[src/design/tmtf_pkg.sv]
// ----------------------------------------------------------------------------
// tmtf_pkg
// Shared widths and scaling constants for the trimmed-mean temperature filter.
// ----------------------------------------------------------------------------
package tmtf_pkg;

    localparam int RAW_W       = 16;
    localparam int FILT_W      = 11;
    localparam int CENTI_W     = 14;

    // 625/100 reduces to 25/4
    localparam int CENTI_MUL   = 25;
    localparam int CENTI_SHIFT = 2;

endpackage

[src/design/tmtf_in_if.sv]
// ----------------------------------------------------------------------------
// tmtf_in_if
// Valid/ready channel carrying one raw sensor reading per transfer.
// ----------------------------------------------------------------------------
interface tmtf_in_if
    import tmtf_pkg::*;
();
    logic             valid;
    logic             ready;
    logic [RAW_W-1:0] raw_reading;

    modport source (output valid, output raw_reading, input ready);
    modport sink   (input valid, input raw_reading, output ready);
endinterface

[src/design/tmtf_out_if.sv]
// ----------------------------------------------------------------------------
// tmtf_out_if
// Valid/ready channel carrying one filtered temperature result per transfer.
// ----------------------------------------------------------------------------
interface tmtf_out_if
    import tmtf_pkg::*;
();
    logic               valid;
    logic               ready;
    logic [FILT_W-1:0]  filtered_raw;
    logic [CENTI_W-1:0] temperature_centi;

    modport source (output valid, output filtered_raw, output temperature_centi, input ready);
    modport sink   (input valid, input filtered_raw, input temperature_centi, output ready);
endinterface

[src/design/tmtf_cell.sv]
// ----------------------------------------------------------------------------
// tmtf_cell
// One cell of the window row. Holds max, min and sum of the samples from its
// position to the newest one, built from its neighbor's values plus the new
// sample on every shift.
// ----------------------------------------------------------------------------
module tmtf_cell #(
    parameter int SAMPLE_BITS = 11,
    parameter int SUM_W       = 14
) (
    input  logic                   clk,
    input  logic                   rst_n,
    input  logic                   shift_en,
    input  logic [SAMPLE_BITS-1:0] sample,
    input  logic [SAMPLE_BITS-1:0] nb_max,
    input  logic [SAMPLE_BITS-1:0] nb_min,
    input  logic [SUM_W-1:0]       nb_sum,
    output logic [SAMPLE_BITS-1:0] agg_max,
    output logic [SAMPLE_BITS-1:0] agg_min,
    output logic [SUM_W-1:0]       agg_sum
);

    logic [SAMPLE_BITS-1:0] max_reg, max_next;
    logic [SAMPLE_BITS-1:0] min_reg, min_next;
    logic [SUM_W-1:0]       sum_reg, sum_next;

    always_comb
    begin
        max_next = (sample > nb_max) ? sample : nb_max;
        min_next = (sample < nb_min) ? sample : nb_min;
        sum_next = nb_sum + SUM_W'(sample);
    end

    always_ff @(posedge clk or negedge rst_n)
    begin
        if (!rst_n)
        begin
            max_reg <= '0;
            min_reg <= '0;
            sum_reg <= '0;
        end
        else if (shift_en)
        begin
            max_reg <= max_next;
            min_reg <= min_next;
            sum_reg <= sum_next;
        end
    end

    assign agg_max = max_reg;
    assign agg_min = min_reg;
    assign agg_sum = sum_reg;

endmodule

[src/design/tmtf_scale.sv]
// ----------------------------------------------------------------------------
// tmtf_scale
// Output register stage: drops one max and one min from the window sum,
// takes the mean and scales it to hundredths of a degree.
// ----------------------------------------------------------------------------
module tmtf_scale
    import tmtf_pkg::*;
#(
    parameter int WINDOW_LOG2 = 2,
    parameter int SAMPLE_BITS = 11
) (
    input  logic                   clk,
    input  logic                   load,
    input  logic [SAMPLE_BITS-1:0] win_max,
    input  logic [SAMPLE_BITS-1:0] win_min,
    input  logic [SAMPLE_BITS+WINDOW_LOG2:0] win_sum,
    output logic [FILT_W-1:0]      filtered_raw,
    output logic [CENTI_W-1:0]     temperature_centi
);

    localparam int SUM_W  = SAMPLE_BITS + WINDOW_LOG2 + 1;
    localparam int PROD_W = SAMPLE_BITS + 5;

    logic [SUM_W-1:0]           trimmed;
    logic [SAMPLE_BITS-1:0]     mean;
    logic [PROD_W-1:0]          prod;
    logic [PROD_W+CENTI_W-1:0]  prod_ext;
    logic [SAMPLE_BITS+FILT_W-1:0] mean_ext;
    logic [FILT_W-1:0]          filt_reg, filt_next;
    logic [CENTI_W-1:0]         centi_reg, centi_next;

    always_comb
    begin
        trimmed    = win_sum - SUM_W'(win_max) - SUM_W'(win_min);
        mean       = trimmed[WINDOW_LOG2+SAMPLE_BITS-1:WINDOW_LOG2];
        prod       = PROD_W'(mean) * PROD_W'(CENTI_MUL);
        prod_ext   = {{CENTI_W{1'b0}}, prod};
        mean_ext   = {{FILT_W{1'b0}}, mean};
        filt_next  = mean_ext[FILT_W-1:0];
        centi_next = prod_ext[CENTI_W+CENTI_SHIFT-1:CENTI_SHIFT];
    end

    always_ff @(posedge clk)
    begin
        if (load)
        begin
            filt_reg  <= filt_next;
            centi_reg <= centi_next;
        end
    end

    assign filtered_raw      = filt_reg;
    assign temperature_centi = centi_reg;

endmodule

[src/design/trimmed_mean_temperature_filter.sv]
// ----------------------------------------------------------------------------
// trimmed_mean_temperature_filter
// Sliding-window trimmed mean of raw sensor readings, scaled to centidegrees.
// ----------------------------------------------------------------------------
// Takes one reading per cycle while the result sink is ready, masks it to
// SAMPLE_BITS and forms a window of 2^WINDOW_LOG2+2 samples with the previous
// ones (zero after reset). One max and one min are dropped, the rest averaged
// and scaled by 625/100. A row of cells keeps running max, min and sum for each
// window suffix; each reading is registered in the cell row, then in the
// tmtf_scale output register, and one result per cycle is sustained while the sink is ready.
module trimmed_mean_temperature_filter
    import tmtf_pkg::*;
#(
    parameter int WINDOW_LOG2 = 2,
    parameter int SAMPLE_BITS = 11
) (
    input  logic        clk,
    input  logic        rst_n,
    tmtf_in_if.sink     samples,
    tmtf_out_if.source  results
);

    localparam int SPAN  = (2 ** WINDOW_LOG2) + 2;
    localparam int SUM_W = SAMPLE_BITS + WINDOW_LOG2 + 1;

    logic                   accept;
    logic                   out_move;
    logic                   win_fire;
    logic                   win_valid_reg, win_valid_next;
    logic                   out_valid_reg, out_valid_next;
    logic [SAMPLE_BITS-1:0] sample;

    logic [SAMPLE_BITS-1:0] cell_max [SPAN];
    logic [SAMPLE_BITS-1:0] cell_min [SPAN];
    logic [SUM_W-1:0]       cell_sum [SPAN];

    assign sample        = samples.raw_reading[SAMPLE_BITS-1:0];
    assign out_move      = !out_valid_reg || results.ready;
    assign win_fire      = win_valid_reg && out_move;
    assign samples.ready = !win_valid_reg || out_move;
    assign accept        = samples.valid && samples.ready;

    // cell 0 holds the whole window, the last cell only the newest sample
    for (genvar k = 0; k < SPAN; k++)
    begin : g_cell
        if (k == SPAN - 1)
        begin : g_newest
            tmtf_cell #(
                .SAMPLE_BITS (SAMPLE_BITS),
                .SUM_W       (SUM_W)
            ) u_cell (
                .clk      (clk),
                .rst_n    (rst_n),
                .shift_en (accept),
                .sample   (sample),
                .nb_max   ({SAMPLE_BITS{1'b0}}),
                .nb_min   ({SAMPLE_BITS{1'b1}}),
                .nb_sum   ({SUM_W{1'b0}}),
                .agg_max  (cell_max[k]),
                .agg_min  (cell_min[k]),
                .agg_sum  (cell_sum[k])
            );
        end
        else
        begin : g_inner
            tmtf_cell #(
                .SAMPLE_BITS (SAMPLE_BITS),
                .SUM_W       (SUM_W)
            ) u_cell (
                .clk      (clk),
                .rst_n    (rst_n),
                .shift_en (accept),
                .sample   (sample),
                .nb_max   (cell_max[k+1]),
                .nb_min   (cell_min[k+1]),
                .nb_sum   (cell_sum[k+1]),
                .agg_max  (cell_max[k]),
                .agg_min  (cell_min[k]),
                .agg_sum  (cell_sum[k])
            );
        end
    end

    tmtf_scale #(
        .WINDOW_LOG2 (WINDOW_LOG2),
        .SAMPLE_BITS (SAMPLE_BITS)
    ) u_scale (
        .clk               (clk),
        .load              (win_fire),
        .win_max           (cell_max[0]),
        .win_min           (cell_min[0]),
        .win_sum           (cell_sum[0]),
        .filtered_raw      (results.filtered_raw),
        .temperature_centi (results.temperature_centi)
    );

    always_comb
    begin
        win_valid_next = accept || (win_valid_reg && !out_move);
        out_valid_next = win_fire || (out_valid_reg && !results.ready);
    end

    always_ff @(posedge clk or negedge rst_n)
    begin
        if (!rst_n)
        begin
            win_valid_reg <= 1'b0;
            out_valid_reg <= 1'b0;
        end
        else
        begin
            win_valid_reg <= win_valid_next;
            out_valid_reg <= out_valid_next;
        end
    end

    assign results.valid = out_valid_reg;

    a_fire_shows: assert property (@(posedge clk) disable iff (!rst_n)
        win_fire |=> out_valid_reg)
        else $error("window result did not reach the output register");

    a_no_overrun: assert property (@(posedge clk) disable iff (!rst_n)
        (win_valid_reg && out_valid_reg && !results.ready) |-> !samples.ready)
        else $error("transfer taken while both stages are full and stalled");

    a_window_order: assert property (@(posedge clk) disable iff (!rst_n)
        win_valid_reg |-> (cell_max[0] >= cell_min[0]))
        else $error("window max below window min");

endmodule
[src/flat_wrapper.sv]
// flat-port wrapper written by rule: the top's interface ports become plain ports
module trimmed_mean_temperature_filter_flat import tmtf_pkg::*;
#(
    parameter int WINDOW_LOG2 = 2,
    parameter int SAMPLE_BITS = 11
)
  (clk, rst_n, samples_valid, samples_raw_reading, samples_ready, results_valid, results_filtered_raw, results_temperature_centi, results_ready);
  tmtf_in_if samples_i ();
  tmtf_out_if results_i ();
  input  logic clk;
  input  logic rst_n;
  input wire logic [$bits(samples_i.valid)-1:0] samples_valid;
  input wire logic [$bits(samples_i.raw_reading)-1:0] samples_raw_reading;
  output wire logic [$bits(samples_i.ready)-1:0] samples_ready;
  output wire logic [$bits(results_i.valid)-1:0] results_valid;
  output wire logic [$bits(results_i.filtered_raw)-1:0] results_filtered_raw;
  output wire logic [$bits(results_i.temperature_centi)-1:0] results_temperature_centi;
  input wire logic [$bits(results_i.ready)-1:0] results_ready;
  assign samples_i.valid = samples_valid;
  assign samples_i.raw_reading = samples_raw_reading;
  assign samples_ready = samples_i.ready;
  assign results_valid = results_i.valid;
  assign results_filtered_raw = results_i.filtered_raw;
  assign results_temperature_centi = results_i.temperature_centi;
  assign results_i.ready = results_ready;
  trimmed_mean_temperature_filter #(.WINDOW_LOG2(WINDOW_LOG2), .SAMPLE_BITS(SAMPLE_BITS)) u_core (.clk(clk), .rst_n(rst_n), .samples(samples_i), .results(results_i));
endmodule
[config.mk]
export PLATFORM = sky130hd
export DESIGN_NAME = trimmed_mean_temperature_filter_flat
export DESIGN_NICKNAME = d
export VERILOG_FILES = /design/src/design/tmtf_pkg.sv /design/src/design/tmtf_in_if.sv /design/src/design/tmtf_out_if.sv /design/src/design/tmtf_cell.sv /design/src/design/tmtf_scale.sv /design/src/design/trimmed_mean_temperature_filter.sv /design/src/flat_wrapper.sv
export SDC_FILE = /design/constraint.sdc
export NUM_CORES = 1
export LEC_CHECK = 0
export BUFFER_PORTS_ARGS = -buffer_cell sky130_fd_sc_hd__clkbuf_2
export CAP_MARGIN = 20
export CORE_MARGIN = 1.5
export CORE_UTILIZATION = 50
export DETAILED_ROUTE_END_ITERATION = 7
export HOLD_SLACK_MARGIN = 0.02
export PLACE_DENSITY = 0.63
export SETUP_SLACK_MARGIN = 0.1
export SYNTH_ARGS = -nofsm -noshare
export SYNTH_HDL_FRONTEND = slang
export SYNTH_SLANG_ARGS = --single-unit
[constraint.sdc]
create_clock -name clk -period 5.3 [get_ports clk]
set_clock_uncertainty 0.2 [all_clocks]
set_input_delay 1.06 -clock clk [delete_from_list [all_inputs] [get_ports clk]]
set_output_delay 1.06 -clock clk [all_outputs]
set_load 0.005 [all_outputs]
Word level (Yosys, flattened, before mapping)
Cells that the tools add are included.
{"block": "word_totals", "register_bits": 234, "inputBits": 20, "out_inout_bits": 27, "wordCells": 66}
{"block": "classes", "add_sub_neg": 7, "multipliers": 1, "n_lt_le_gt_ge": 12, "muxes": 12, "reduce_logical": 12}
{"cell": "two-way mux 11 bit", "n": 12}
{"cell": "greater-than comparator 11 bit", "n": 5}
{"cell": "< comparator 11 bit", "n": 5}
{"cell": "adder 13 x 11 -> 13 bit", "n": 3}
{"cell": "subtractor 13 x 11 -> 13 bit", "n": 2}
{"cell": "multiplier 11 x 5 -> 16 bit (second input constant)", "n": 1}
{"cell": "adder 12 x 11 -> 13 bit", "n": 1}
{"cell": "adder 11 x 11 -> 12 bit", "n": 1}
{"cell": "greater-than comparator 11 x 1 -> 1 bit (second input constant)", "n": 1}
{"cell": "< comparator 11 bit (second input constant)", "n": 1}
{"cell": "logical AND 1 bit", "n": 4}
{"cell": "logical NOT 1 bit", "n": 4}
{"cell": "logical OR 1 bit", "n": 4}

Depth between registers and ports, before layout
Gate-level depths: netlist (run 1).
{"block": "logic_depth", "word_depth": 5, "depth_mapped": 21, "mapped_depth_nobuf": 21}

By module
Synthesis (run 1) repeated with hierarchy kept, for this count alone.
{"block": "unflattened", "cells_unflattened": 1895, "hier_area_um2": 18770.5}
{"module": "tmtf_cell at u_core.g_cell[0].g_inner.u_cell ...", "instances": 5, "cells_each": 277, "area_each_um2": 2711.4, "seq_area_each_um2": 900.9}
{"module": "tmtf_cell at u_core.g_cell[1].g_inner.u_cell", "instances": 1, "cells_each": 280, "area_each_um2": 2678.8, "seq_area_each_um2": 900.9}
{"module": "tmtf_scale", "instances": 1, "cells_each": 220, "area_each_um2": 2423.6, "seq_area_each_um2": 720.7}
{"module": "trimmed_mean_temperature_filter", "instances": 1, "cells_each": 10, "area_each_um2": 111.4, "seq_area_each_um2": 50.0}

Worst setup path after synthesis (run 1)
No wires, ideal clock.
{"block": "synth_path", "kind": "flip-flop to flip-flop", "start": "register u_core.g_cell[0].g_inner.u_cell.min_reg[2]", "end": "register u_core.u_scale.centi_reg[10], in the netlist u_core.u_scale.temperature_centi[10] (data pin)", "setup_ps": 260, "arrival_ps": 4332, "required_ps": 4840, "setup_slack_ps": 509, "stages_incl_launch_ff": 18, "n_path_buf": 0, "synth_period_minus_slack_ps": 4791, "path_cell_list": "dfrtp_1 inv_1 fa_1 ha_1 inv_1 or3_1 nand3_1 xor2_1 ha_1 ha_1 fa_1 ha_1 a21o_1 a21oi_1 o211ai_1 a21o_1 a21o_1 xor2_1"}
{"block": "synth_between", "elab_chain_cells": 2}
{"item": "start, declared", "line": "tmtf_cell.sv:24", "rtl": "logic [SAMPLE_BITS-1:0] min_reg, min_next;"}
{"item": "start signal, assigned", "line": "tmtf_cell.sv:45", "rtl": "min_reg <= min_next;"}
{"item": "subtractor 13 x 11 -> 13 bit", "line": "tmtf_scale.sv:34", "rtl": "trimmed = win_sum - SUM_W'(win_max) - SUM_W'(win_min);"}
{"item": "via u_core.u_scale.trimmed[5]", "line": "tmtf_scale.sv:24", "rtl": "logic [SUM_W-1:0] trimmed;"}
{"item": "multiplier 11 x 5 -> 16 bit", "line": "tmtf_scale.sv:36", "rtl": "prod = PROD_W'(mean) * PROD_W'(CENTI_MUL);"}
{"item": "via u_core.u_scale.prod[12]", "line": "tmtf_scale.sv:26", "rtl": "logic [PROD_W-1:0] prod;"}
{"item": "end signal, assigned", "line": "tmtf_scale.sv:48", "rtl": "centi_reg <= centi_next;"}
{"item": "end, declared", "line": "tmtf_scale.sv:30", "rtl": "logic [CENTI_W-1:0] centi_reg, centi_next;"}
The timed path passes the listed nets, and every way through them passes these cells.
A chain may end at the register's enable or synchronous reset.

Worst setup path in the final report (run 1)
{"block": "layout_path", "start": "register u_core.g_cell[0].g_inner.u_cell.min_reg[6]", "end": "register u_core.u_scale.centi_reg[13], in the netlist u_core.u_scale.temperature_centi[13] (data pin)"}
Same word-level chain as after synthesis.

==> run metrics, run 1 <==
status=finished clean; ant diodes=0; Reg2Reg Capture Point=u_core.u_scale.temperature_centi[13]; Tmin final=4980 ps; #FFs+latches synth=233; Total Wirelength=40.1 mm; first-pass GRT wire length=67.2 mm; critical path, cell by cell=inv_1 -> fa_1 -> ha_1 -> nand2_1 -> o21ai_1 -> a21o_1 -> o21a_2 -> nor3_2 -> nor2_2 -> ha_1 -> ha_1 -> inv_1 -> fa_1 -> inv_1 -> ha_1 -> or3_1 -> a21oi_2 -> o21ai_0 -> a21oi_1 -> xnor2_1; post-synthesis sequential area ratio=34.6%; initial antenna violation count=0; Initial DRC Count=713; Worst Max-Slew Pin Slew=1140 ps; top-area cell type share of the netlist area=30.4%; vias post-DR=13,370; Worst path top cell family by delay=adder cells; CP arrival=5070 ps; vias per cell=5.58; Post-Syn Nets=2,155; Layout Nets=2,179; IO Port Bufs=41; fin crit share=93.9%; top post-synthesis cells by area=dfrtp_1 (30%), ha_1 (15%), o21ai_0 (5.0%); dpl hpwl=28.3 mm; dominant synthesized flop cell=dfrtp_1; largest net degree at the start of global routing=124; Placer Congestion=0.816; Netlist Area Pre-Place=17,200 um^2; Mean Syn Cell Area=9.02 um^2; CTS Buffer Depth=3; CP max FO=4; placed instance area=17,900 um^2; top cells by count, synth=nand2_1 (228), dfrtp_1 (209), ha_1 (209), o21ai_0 (173), inv_1 (155); Core Footprint=33,700 um^2; vias in the first global route=13,276; Hold WC Path Type=input port to asynchronous set/reset pin; H-tree Lvls=1; IO Count=47; critical path's slowest cell=fa_1; critical path required time=5390 ps; synth warn=0; Max Freq=201 MHz; Critical Path Max Stage Delay=520 ps; area grow syn2layout=10.9%; share of cells above drive strength 1=10.8%; endpoints failing hold=0; Cells after Synth=1,905; flop2flop setup slack=320 ps; Design Area, Final=19,100 um^2; Clk Latency, worst-skew pair=550 ps; post-route ant nets=0; CP endpoint kind=flop; CP Class=flop to flop; final slew viol count=0; Slew Limit Headroom=23.8%; Worst Reg-to-Reg Cells=20; max FFs per register=64; Synth cell types=57; R2R Path Start=u_core.g_cell[0].g_inner.u_cell.agg_min[6]; CTS tree=done; wire length per cell=16.7 um; CTS Buf Count=29; CTS root buffer=clkbuf_16; Async SR Flop Fraction=89.7%; Pre-Repair DR Iteration Count=5; Post-synth EDFFs=24; DIE AREA=35,500 um^2; DRC=0; Initial Util=51.0%; largest area contributor in the netlist=dfrtp_1; total gr overflow=0; Total Routing Usage GR=23.0%; RSZ-0062 raised after global routing=no; top-count cell post-synth=nand2_1; # hold bufs at CTS=0; TNS Setup=0 ps; chip height=188 um; Clock transition at path regs=60 ps; Worst Hold Slack=255 ps; Final setup viols=0; Max Cap Viol=0; clock sink count=233; Critical Path Most Common Cell=ha_1; die width=188 um; CP startpoint kind=flop; crit path buf inv count=3; row cnt=67
-- per-stage QoR --
| stage | util, % | cells | worst slack, ps |
|---|---|---|---|
| 6_report | 56.6 | 2397 | 321 |
| 5_1_grt | 56.6 | 2397 | 16.1 |
| 4_1_cts | 56.1 | 2393 | 95.4 |
| 3_5_place_dp | 53.1 | 2340 | 10.9 |
| 3_3_place_gp | 53.1 | 2340 | 98.9 |
| 2_1_floorplan | - | 1905 | 509 |
-- worst max-delay path by stage --
stage | cells past startpoint | end | slack (ps) | from
5_1_grt | 20 | u_core.u_scale.temperature_centi[13] | 20 | u_core.g_cell[0].g_inner.u_cell.agg_min[6]
4_1_cts | 17 | u_core.u_scale.temperature_centi[10] | 100 | u_core.g_cell[0].g_inner.u_cell.agg_min[4]
3_3_place_gp | 17 | u_core.u_scale.temperature_centi[10] | 100 | u_core.g_cell[0].g_inner.u_cell.agg_min[4]
2_1_floorplan | 17 | u_core.u_scale.temperature_centi[10] | 510 | u_core.g_cell[0].g_inner.u_cell.agg_min[2]
6_report | 20 | u_core.u_scale.temperature_centi[13] | 320 | u_core.g_cell[0].g_inner.u_cell.agg_min[6]
3_5_place_dp | 17 | u_core.u_scale.temperature_centi[10] | 10 | u_core.g_cell[0].g_inner.u_cell.agg_min[4]
-- per-layer routing --
layer	vias up	routed length, um	track usage (%)
li1	6793	-	-
met1	6307	19300	31.7
met2	218	18700	38.9
met3	52	1240	2.33
met4	0	861	5.83
met5	-	0	0
-- cells by family after synthesis --
| family | Yosys count | synth area share (%) |
|---|---|---|
| flip-flops | 233 | 34.6 |
| multiplexers | 91 | 5.91 |
| buffers and inverters | 248 | 5.88 |
| AO/OA/AOI/OAI | 488 | 18.4 |
| adder cells (fa/ha/maj) | 230 | 17.7 |
| AND/OR/NAND/NOR | 555 | 14.5 |
| XOR/XNOR | 60 | 3.06 |
-- cell type report --
type / instances / area [um^2]
Clock buffer: 36 / 792
Fill cell: 3045 / 14600
Tap cell: 448 / 561
Multi-Input combinational cell: 1424 / 10400
Timing Repair Buffer: 86 / 602
Clock inverter: 15 / 189
Inverter: 155 / 582
Sequential cell: 233 / 5950
-- cell usage in the layout (no fill, tap or decap), types with 40 or more instances in the layout --
cell type,synthesis,final
nand2_1,228,227
clkbuf_2,0,40
mux2i_1,55,55
inv_1,155,152
dfrtp_1,209,209
nor3_1,93,89
nor2_1,124,121
a21oi_1,89,82
ha_1,209,207
buf_4,8,40
o21ai_0,173,170
a211oi_1,77,77
-- repair_timing --
item / 4_1_cts / 5_1_grt
gates resized for setup: 2 / 23
pin swaps: 1 / 5
buffers inserted: 2 / 2
endpoints found under the setup margin: 3 / 5
Power of run 1 is not shown: default switching activity piles up to over one toggle a cycle in this logic, so the estimate is an artifact.
==> run 2: changes to the inputs <==
--- a/config.mk
+++ b/config.mk
@@ -11,8 +11,10 @@
 export CORE_UTILIZATION = 50
 export DETAILED_ROUTE_END_ITERATION = 7
 export HOLD_SLACK_MARGIN = 0.02
+export MAX_ROUTING_LAYER = met4
 export PLACE_DENSITY = 0.63
 export SETUP_SLACK_MARGIN = 0.1
+export SLEW_MARGIN = 20
 export SYNTH_ARGS = -nofsm -noshare
 export SYNTH_HDL_FRONTEND = slang
 export SYNTH_SLANG_ARGS = --single-unit
==> run metrics, run 2 (synthesized netlist as in run 1, its figures left out) <==
status=finished clean (unchanged); Tmin final=4980 ps (about the same); Max Cap Viol=0 (unchanged); fin util=56.5% (was 56.6%); Core Footprint=33,700 um^2 (unchanged); Slew Limit Headroom=24.3% (was 23.8%); fin crit share=94.0% (was 93.9%); Clk Latency, worst-skew pair=560 ps (was 550 ps); Cells after DPL=2,340 (unchanged); DIE AREA=35,500 um^2 (unchanged); Initial DRC Count=669 (was 713); final slew viol count=0 (unchanged); row cnt=67 (unchanged); Clock transition at path regs=60 ps (about the same); critical path required time=5390 ps (about the same); sequential cell area=5950 um^2 (unchanged); CTS Buffer Depth=3 (unchanged); CTS tree=done (unchanged); CP endpoint kind=flop (unchanged); Layout Nets=2,178 (was 2,179); IO Count=47 (unchanged); Placer Congestion=0.828 (was 0.816); CP max FO=4 (unchanged); DRC=0 (unchanged); total gr overflow=0 (unchanged); CTS root buffer=clkbuf_16 (unchanged); post-route ant nets=0 (unchanged); RSZ-0062 raised after global routing=no (unchanged); largest net degree at the start of global routing=124 (unchanged); clock sink count=233 (unchanged); Final setup viols=0 (unchanged); Worst Max-Slew Pin Slew=1130 ps (was 1140 ps); Total Routing Usage GR=23.7% (was 23.0%); area grow syn2layout=10.9% (about the same); Max Freq=201 MHz (about the same); initial antenna violation count=0 (unchanged); most frequent cells in the layout=nand2_1 (227), dfrtp_1 (209), ha_1 (207) (unchanged); dpl ws=10.9 ps (unchanged); # hold bufs at CTS=0 (unchanged); endpoints failing hold=0 (unchanged); first-pass GRT wire length=67.3 mm (was 67.2 mm); CP startpoint kind=flop (unchanged); chip height=188 um (unchanged); max FFs per register=64 (unchanged); CP Class=flop to flop (unchanged); most common cell after layout, fill and taps aside=nand2_1 (unchanged); Initial Util=51.0% (unchanged); wire length per cell=16.7 um (about the same); vias in the first global route=13,287 (was 13,276); vias per cell=5.59 (was 5.58); Pre-Repair DR Iteration Count=5 (unchanged); IO Port Bufs=41 (unchanged); fin cells=2,396 (was 2,397); share of cells above drive strength 1=10.8% (about the same); Fill cells=3,044 (was 3,045); H-tree Lvls=1 (unchanged); TNS Setup=0 ps (unchanged); dpl hpwl=28.3 mm (unchanged); setup ws final=320 ps (was 321 ps); CTS Buf Count=29 (unchanged); vias post-DR=13,403 (was 13,370); Hold WC Path Type=input port to asynchronous set/reset pin (unchanged); CP arrival=5070 ps (about the same); Total Wirelength=40.1 mm (about the same); Multi-input gate area=10,400 um^2 (about the same); die width=188 um (unchanged); ant diodes=0 (unchanged)
run 2: cell type report:
cell class / instances / area share, %
inverter: 155 / 3.05
timing repair buffer: 85 / 3.08
tap: 448 / 2.94
clock inverter: 15 / 0.992
clock buffer: 36 / 4.16
sequential: 233 / 31.2
multi-input combinational: 1424 / 54.5
run 2: timing repair:
item | CTS | global route
gates resized for setup | 2 | 23
hold endpoints to repair | 0 | 0
buffers inserted | 2 | 2
endpoints found under the setup margin | 3 | 5
pin swaps | 1 | 5
run 2: path summary, 6_finish.rpt:
check / start / endpoint / slack [ps] / depth (start not counted)
setup / recovery: u_core.g_cell[0].g_inner.u_cell.agg_min[6] / u_core.u_scale.temperature_centi[13] / 320 / 20
hold / removal: rst_n / u_core.g_cell[4].g_inner.u_cell.agg_sum[10] / 270 / 1
setup reg to reg: u_core.g_cell[0].g_inner.u_cell.agg_min[6] / u_core.u_scale.temperature_centi[13] / 320 / 20
hold reg to reg: u_core.g_cell[0].g_inner.u_cell.agg_max[6] / u_core.g_cell[0].g_inner.u_cell.agg_max[6] / 280 / 2
max in group asynchronous: rst_n / u_core.g_cell[0].g_inner.u_cell.agg_sum[12] / 3610 / 2
min in group clk: u_core.g_cell[0].g_inner.u_cell.agg_max[6] / u_core.g_cell[0].g_inner.u_cell.agg_max[6] / 280 / 2
run 2: metal layers:
metal / share of wire [%] / track usage (%) / up-vias
li1: - / - / 6797
met1: 48 / 31.6 / 6316
met2: 47 / 39.0 / 233
met3: 3.1 / 2.38 / 57
met4: 2.2 / 5.83 / 0
met5: 0 / - / -
run 2: worst max-delay path: stages, from the launching register on:
cell     delay, ps
dfrtp_1        350
inv_1          160
fa_1           450
ha_1           340
nand2_1        120
o21ai_1         80
a21o_1         180
o21a_2         240
nor3_2         150
nor2_2          90
ha_1           300
ha_1           280
inv_1           50
fa_1           520
inv_1           40
ha_1           230
or3_1          390
a21oi_2        170
o21ai_0        130
a21oi_1        180
xnor2_1         80
run 2: per-stage QoR:
step | hold slack [ps] | instance area (um^2)
5_1_grt | 292 | 19100
3_5_place_dp | 269 | 17900
3_3_place_gp | 263 | 17900
6_report | 265 | 19100
2_1_floorplan | 249 | 17200
4_1_cts | 283 | 18900
Power of run 2 is left out for the same reason.
==> run 3: changes to the inputs <==
--- a/config.mk
+++ b/config.mk
@@ -10,6 +10,7 @@
 export CORE_MARGIN = 1.5
 export CORE_UTILIZATION = 50
 export DETAILED_ROUTE_END_ITERATION = 7
+export GPL_TIMING_DRIVEN = 0
 export HOLD_SLACK_MARGIN = 0.02
 export MAX_ROUTING_LAYER = met4
 export PLACE_DENSITY = 0.63
==> run metrics, run 3 (synthesized netlist as in run 1, its figures left out) <==
CP endpoint kind=flop (unchanged); Core Footprint=33,700 um^2 (unchanged); CP max FO=4 (unchanged); die width=188 um (unchanged); endpoints failing hold=0 (unchanged); DRC=0 (unchanged); DIE AREA=35,500 um^2 (unchanged); CTS tree=done (unchanged); CP startpoint kind=flop (unchanged); Initial DRC Count=931 (was 669); dpl hpwl=35.8 mm (was 28.3 mm); Tmin final=5110 ps (was 4980 ps); largest net degree at the start of global routing=89 (was 124); Worst Max-Slew Pin Slew=1040 ps (was 1130 ps); vias post-DR=14,369 (was 13,403); share of cells above drive strength 1=10.0% (was 10.8%); Slew Limit Headroom=30.9% (was 24.3%); Placer Congestion=0.910 (was 0.828); vias in the first global route=13,798 (was 13,287); row cnt=67 (unchanged); CP arrival=5200 ps (was 5070 ps); CTS root buffer=clkbuf_16 (unchanged); Critical Path Max Stage Delay=530 ps (was 520 ps); total gr overflow=0 (unchanged); final slew viol count=0 (unchanged); Total Wirelength=50.4 mm (was 40.1 mm); CP Class=flop to flop (unchanged); Layout Nets=2,238 (was 2,178); Pre-Repair DR Iteration Count=5 (unchanged); Clock transition at path regs=60 ps (about the same); Fill cells=3,163 (was 3,044); IO Port Bufs=41 (unchanged); Max Freq=196 MHz (was 201 MHz); first-pass GRT wire length=78.4 mm (was 67.3 mm); Critical Path Most Common Cell=ha_1 (unchanged); critical path's slowest cell=fa_1 (unchanged); post-route ant nets=0 (unchanged); CTS Buf Count=28 (was 29); # hold bufs at CTS=0 (unchanged); initial antenna violation count=0 (unchanged); TNS Setup=0 ps (unchanged); status=finished clean (unchanged); H-tree Lvls=1 (unchanged); Max Cap Viol=0 (unchanged); most common cell after layout, fill and taps aside=nand2_1 (unchanged); area grow syn2layout=11.8% (was 10.9%); critical path, cell by cell=fa_1 -> ha_1 -> a21oi_4 -> o21bai_4 -> a21o_1 -> o21a_1 -> nor3_2 -> nor2_2 -> ha_1 -> ha_1 -> inv_1 -> fa_1 -> inv_1 -> ha_1 -> or3_1 -> a21oi_2 -> o21bai_1 -> a21oi_2 -> xnor2_1 (was inv_1 -> fa_1 -> ha_1 -> nand2_1 -> o21ai_1 -> a21o_1 -> o21a_2 -> nor3_2 -> nor2_2 -> ha_1 -> ha_1 -> inv_1 -> fa_1 -> inv_1 -> ha_1 -> or3_1 -> a21oi_2 -> o21ai_0 -> a21oi_1 -> xnor2_1); clock sink count=233 (unchanged); IO Count=47 (unchanged); Total Routing Usage GR=29.3% (was 23.7%); chip height=188 um (unchanged); fin crit share=96.4% (was 94.0%); Hold WC Path Type=input port to asynchronous set/reset pin (unchanged); wire length per cell=20.5 um (was 16.7 um); Final setup viols=0 (unchanged); ant diodes=0 (unchanged); most frequent cells in the layout=nand2_1 (227), dfrtp_1 (208), ha_1 (206) (was nand2_1 (227), dfrtp_1 (209), ha_1 (207)); max FFs per register=64 (unchanged); Multi-input gate area=10,400 um^2 (about the same); critical path required time=5400 ps (was 5390 ps); vias per cell=5.85 (was 5.59); Initial Util=51.0% (unchanged); Clk Latency, worst-skew pair=550 ps (was 560 ps); sequential cell area=5950 um^2 (about the same); CTS Buffer Depth=3 (unchanged)
-- run 3: cell types whose count changed in the layout (fill, tap and decap cells not counted), moves of 3 or more --
cell | previous run | this run
buf_1 | 0 | 6
a21oi_4 | 0 | 4
buf_6 | 1 | 4
clkbuf_1 | 3 | 64
nor3_2 | 6 | 3
buf_4 | 40 | 18
clkinv_2 | 5 | 8
buf_12 | 3 | 0
clkbuf_8 | 4 | 7
buf_2 | 0 | 15
nor3_1 | 89 | 92
clkinvlp_4 | 3 | 0
-- run 3: worst paths after layout --
check | slack (ps) | cells after the start | endpoint | from
setup / recovery | 190 | 19 | u_core.u_scale.temperature_centi[11] | u_core.g_cell[0].g_inner.u_cell.agg_sum[0]
hold reg to reg | 280 | 2 | u_core.g_cell[0].g_inner.u_cell.agg_max[9] | u_core.g_cell[0].g_inner.u_cell.agg_max[9]
min in group clk | 280 | 2 | u_core.g_cell[0].g_inner.u_cell.agg_max[9] | u_core.g_cell[0].g_inner.u_cell.agg_max[9]
hold / removal | 270 | 1 | u_core.g_cell[4].g_inner.u_cell.agg_sum[4] | rst_n
setup reg to reg | 190 | 19 | u_core.u_scale.temperature_centi[11] | u_core.g_cell[0].g_inner.u_cell.agg_sum[0]
max in group asynchronous | 3770 | 2 | u_core.g_cell[0].g_inner.u_cell.agg_sum[3] | rst_n
-- run 3: metal layers --
| metal | global-route usage, % | part of all wire, % |
|---|---|---|
| met1 | 38.3 | 44 |
| met2 | 47.2 | 47 |
| met3 | 3.89 | 5.6 |
| met4 | 9.74 | 3.4 |
| met5 | - | 0 |
-- run 3: area by class of cell --
type / instances / area share, %
timing repair buffer: 53 / 1.79
multi-input combinational: 1424 / 54.2
buffer: 93 / 2.23
sequential: 233 / 31.0
clock inverter: 13 / 0.580
clock buffer: 39 / 4.29
inverter: 155 / 3.03
tap: 448 / 2.92
-- run 3: worst max-delay path: cells and delay by family (launching register included) --
kind / cells / cell delay (ps)
AO/OA/AOI/OAI: 7 / 1290
flip-flops: 1 / 420
XOR/XNOR: 1 / 80
buffers and inverters: 2 / 90
AND/OR/NAND/NOR: 3 / 670
adder cells (fa/ha/maj): 6 / 2090
-- run 3: through the flow --
step / setup WS (ps) / instance area [um^2] / hold slack, ps / cells / utilization, %
2_1_floorplan: 509 / 17200 / 249 / 1905 / -
3_3_place_gp: -1320 / 17900 / 261 / 2394 / 53.3
3_5_place_dp: -163 / 18000 / 268 / 2396 / 53.4
4_1_cts: 113 / 19000 / 282 / 2450 / 56.4
5_1_grt: -23.7 / 19200 / 305 / 2458 / 57.0
6_report: 193 / 19200 / 274 / 2458 / 57.0
-- run 3: repair_timing --
action / 4_1_cts / 5_1_grt
pin swaps: 2 / 11
resized for setup: 13 / 26
hold endpoints to repair: 0 / 0
endpoints found under the setup margin: 5 / 5
cloned: 0 / 0
setup buffers: 2 / 8
Power of run 3 is left out for the same reason.
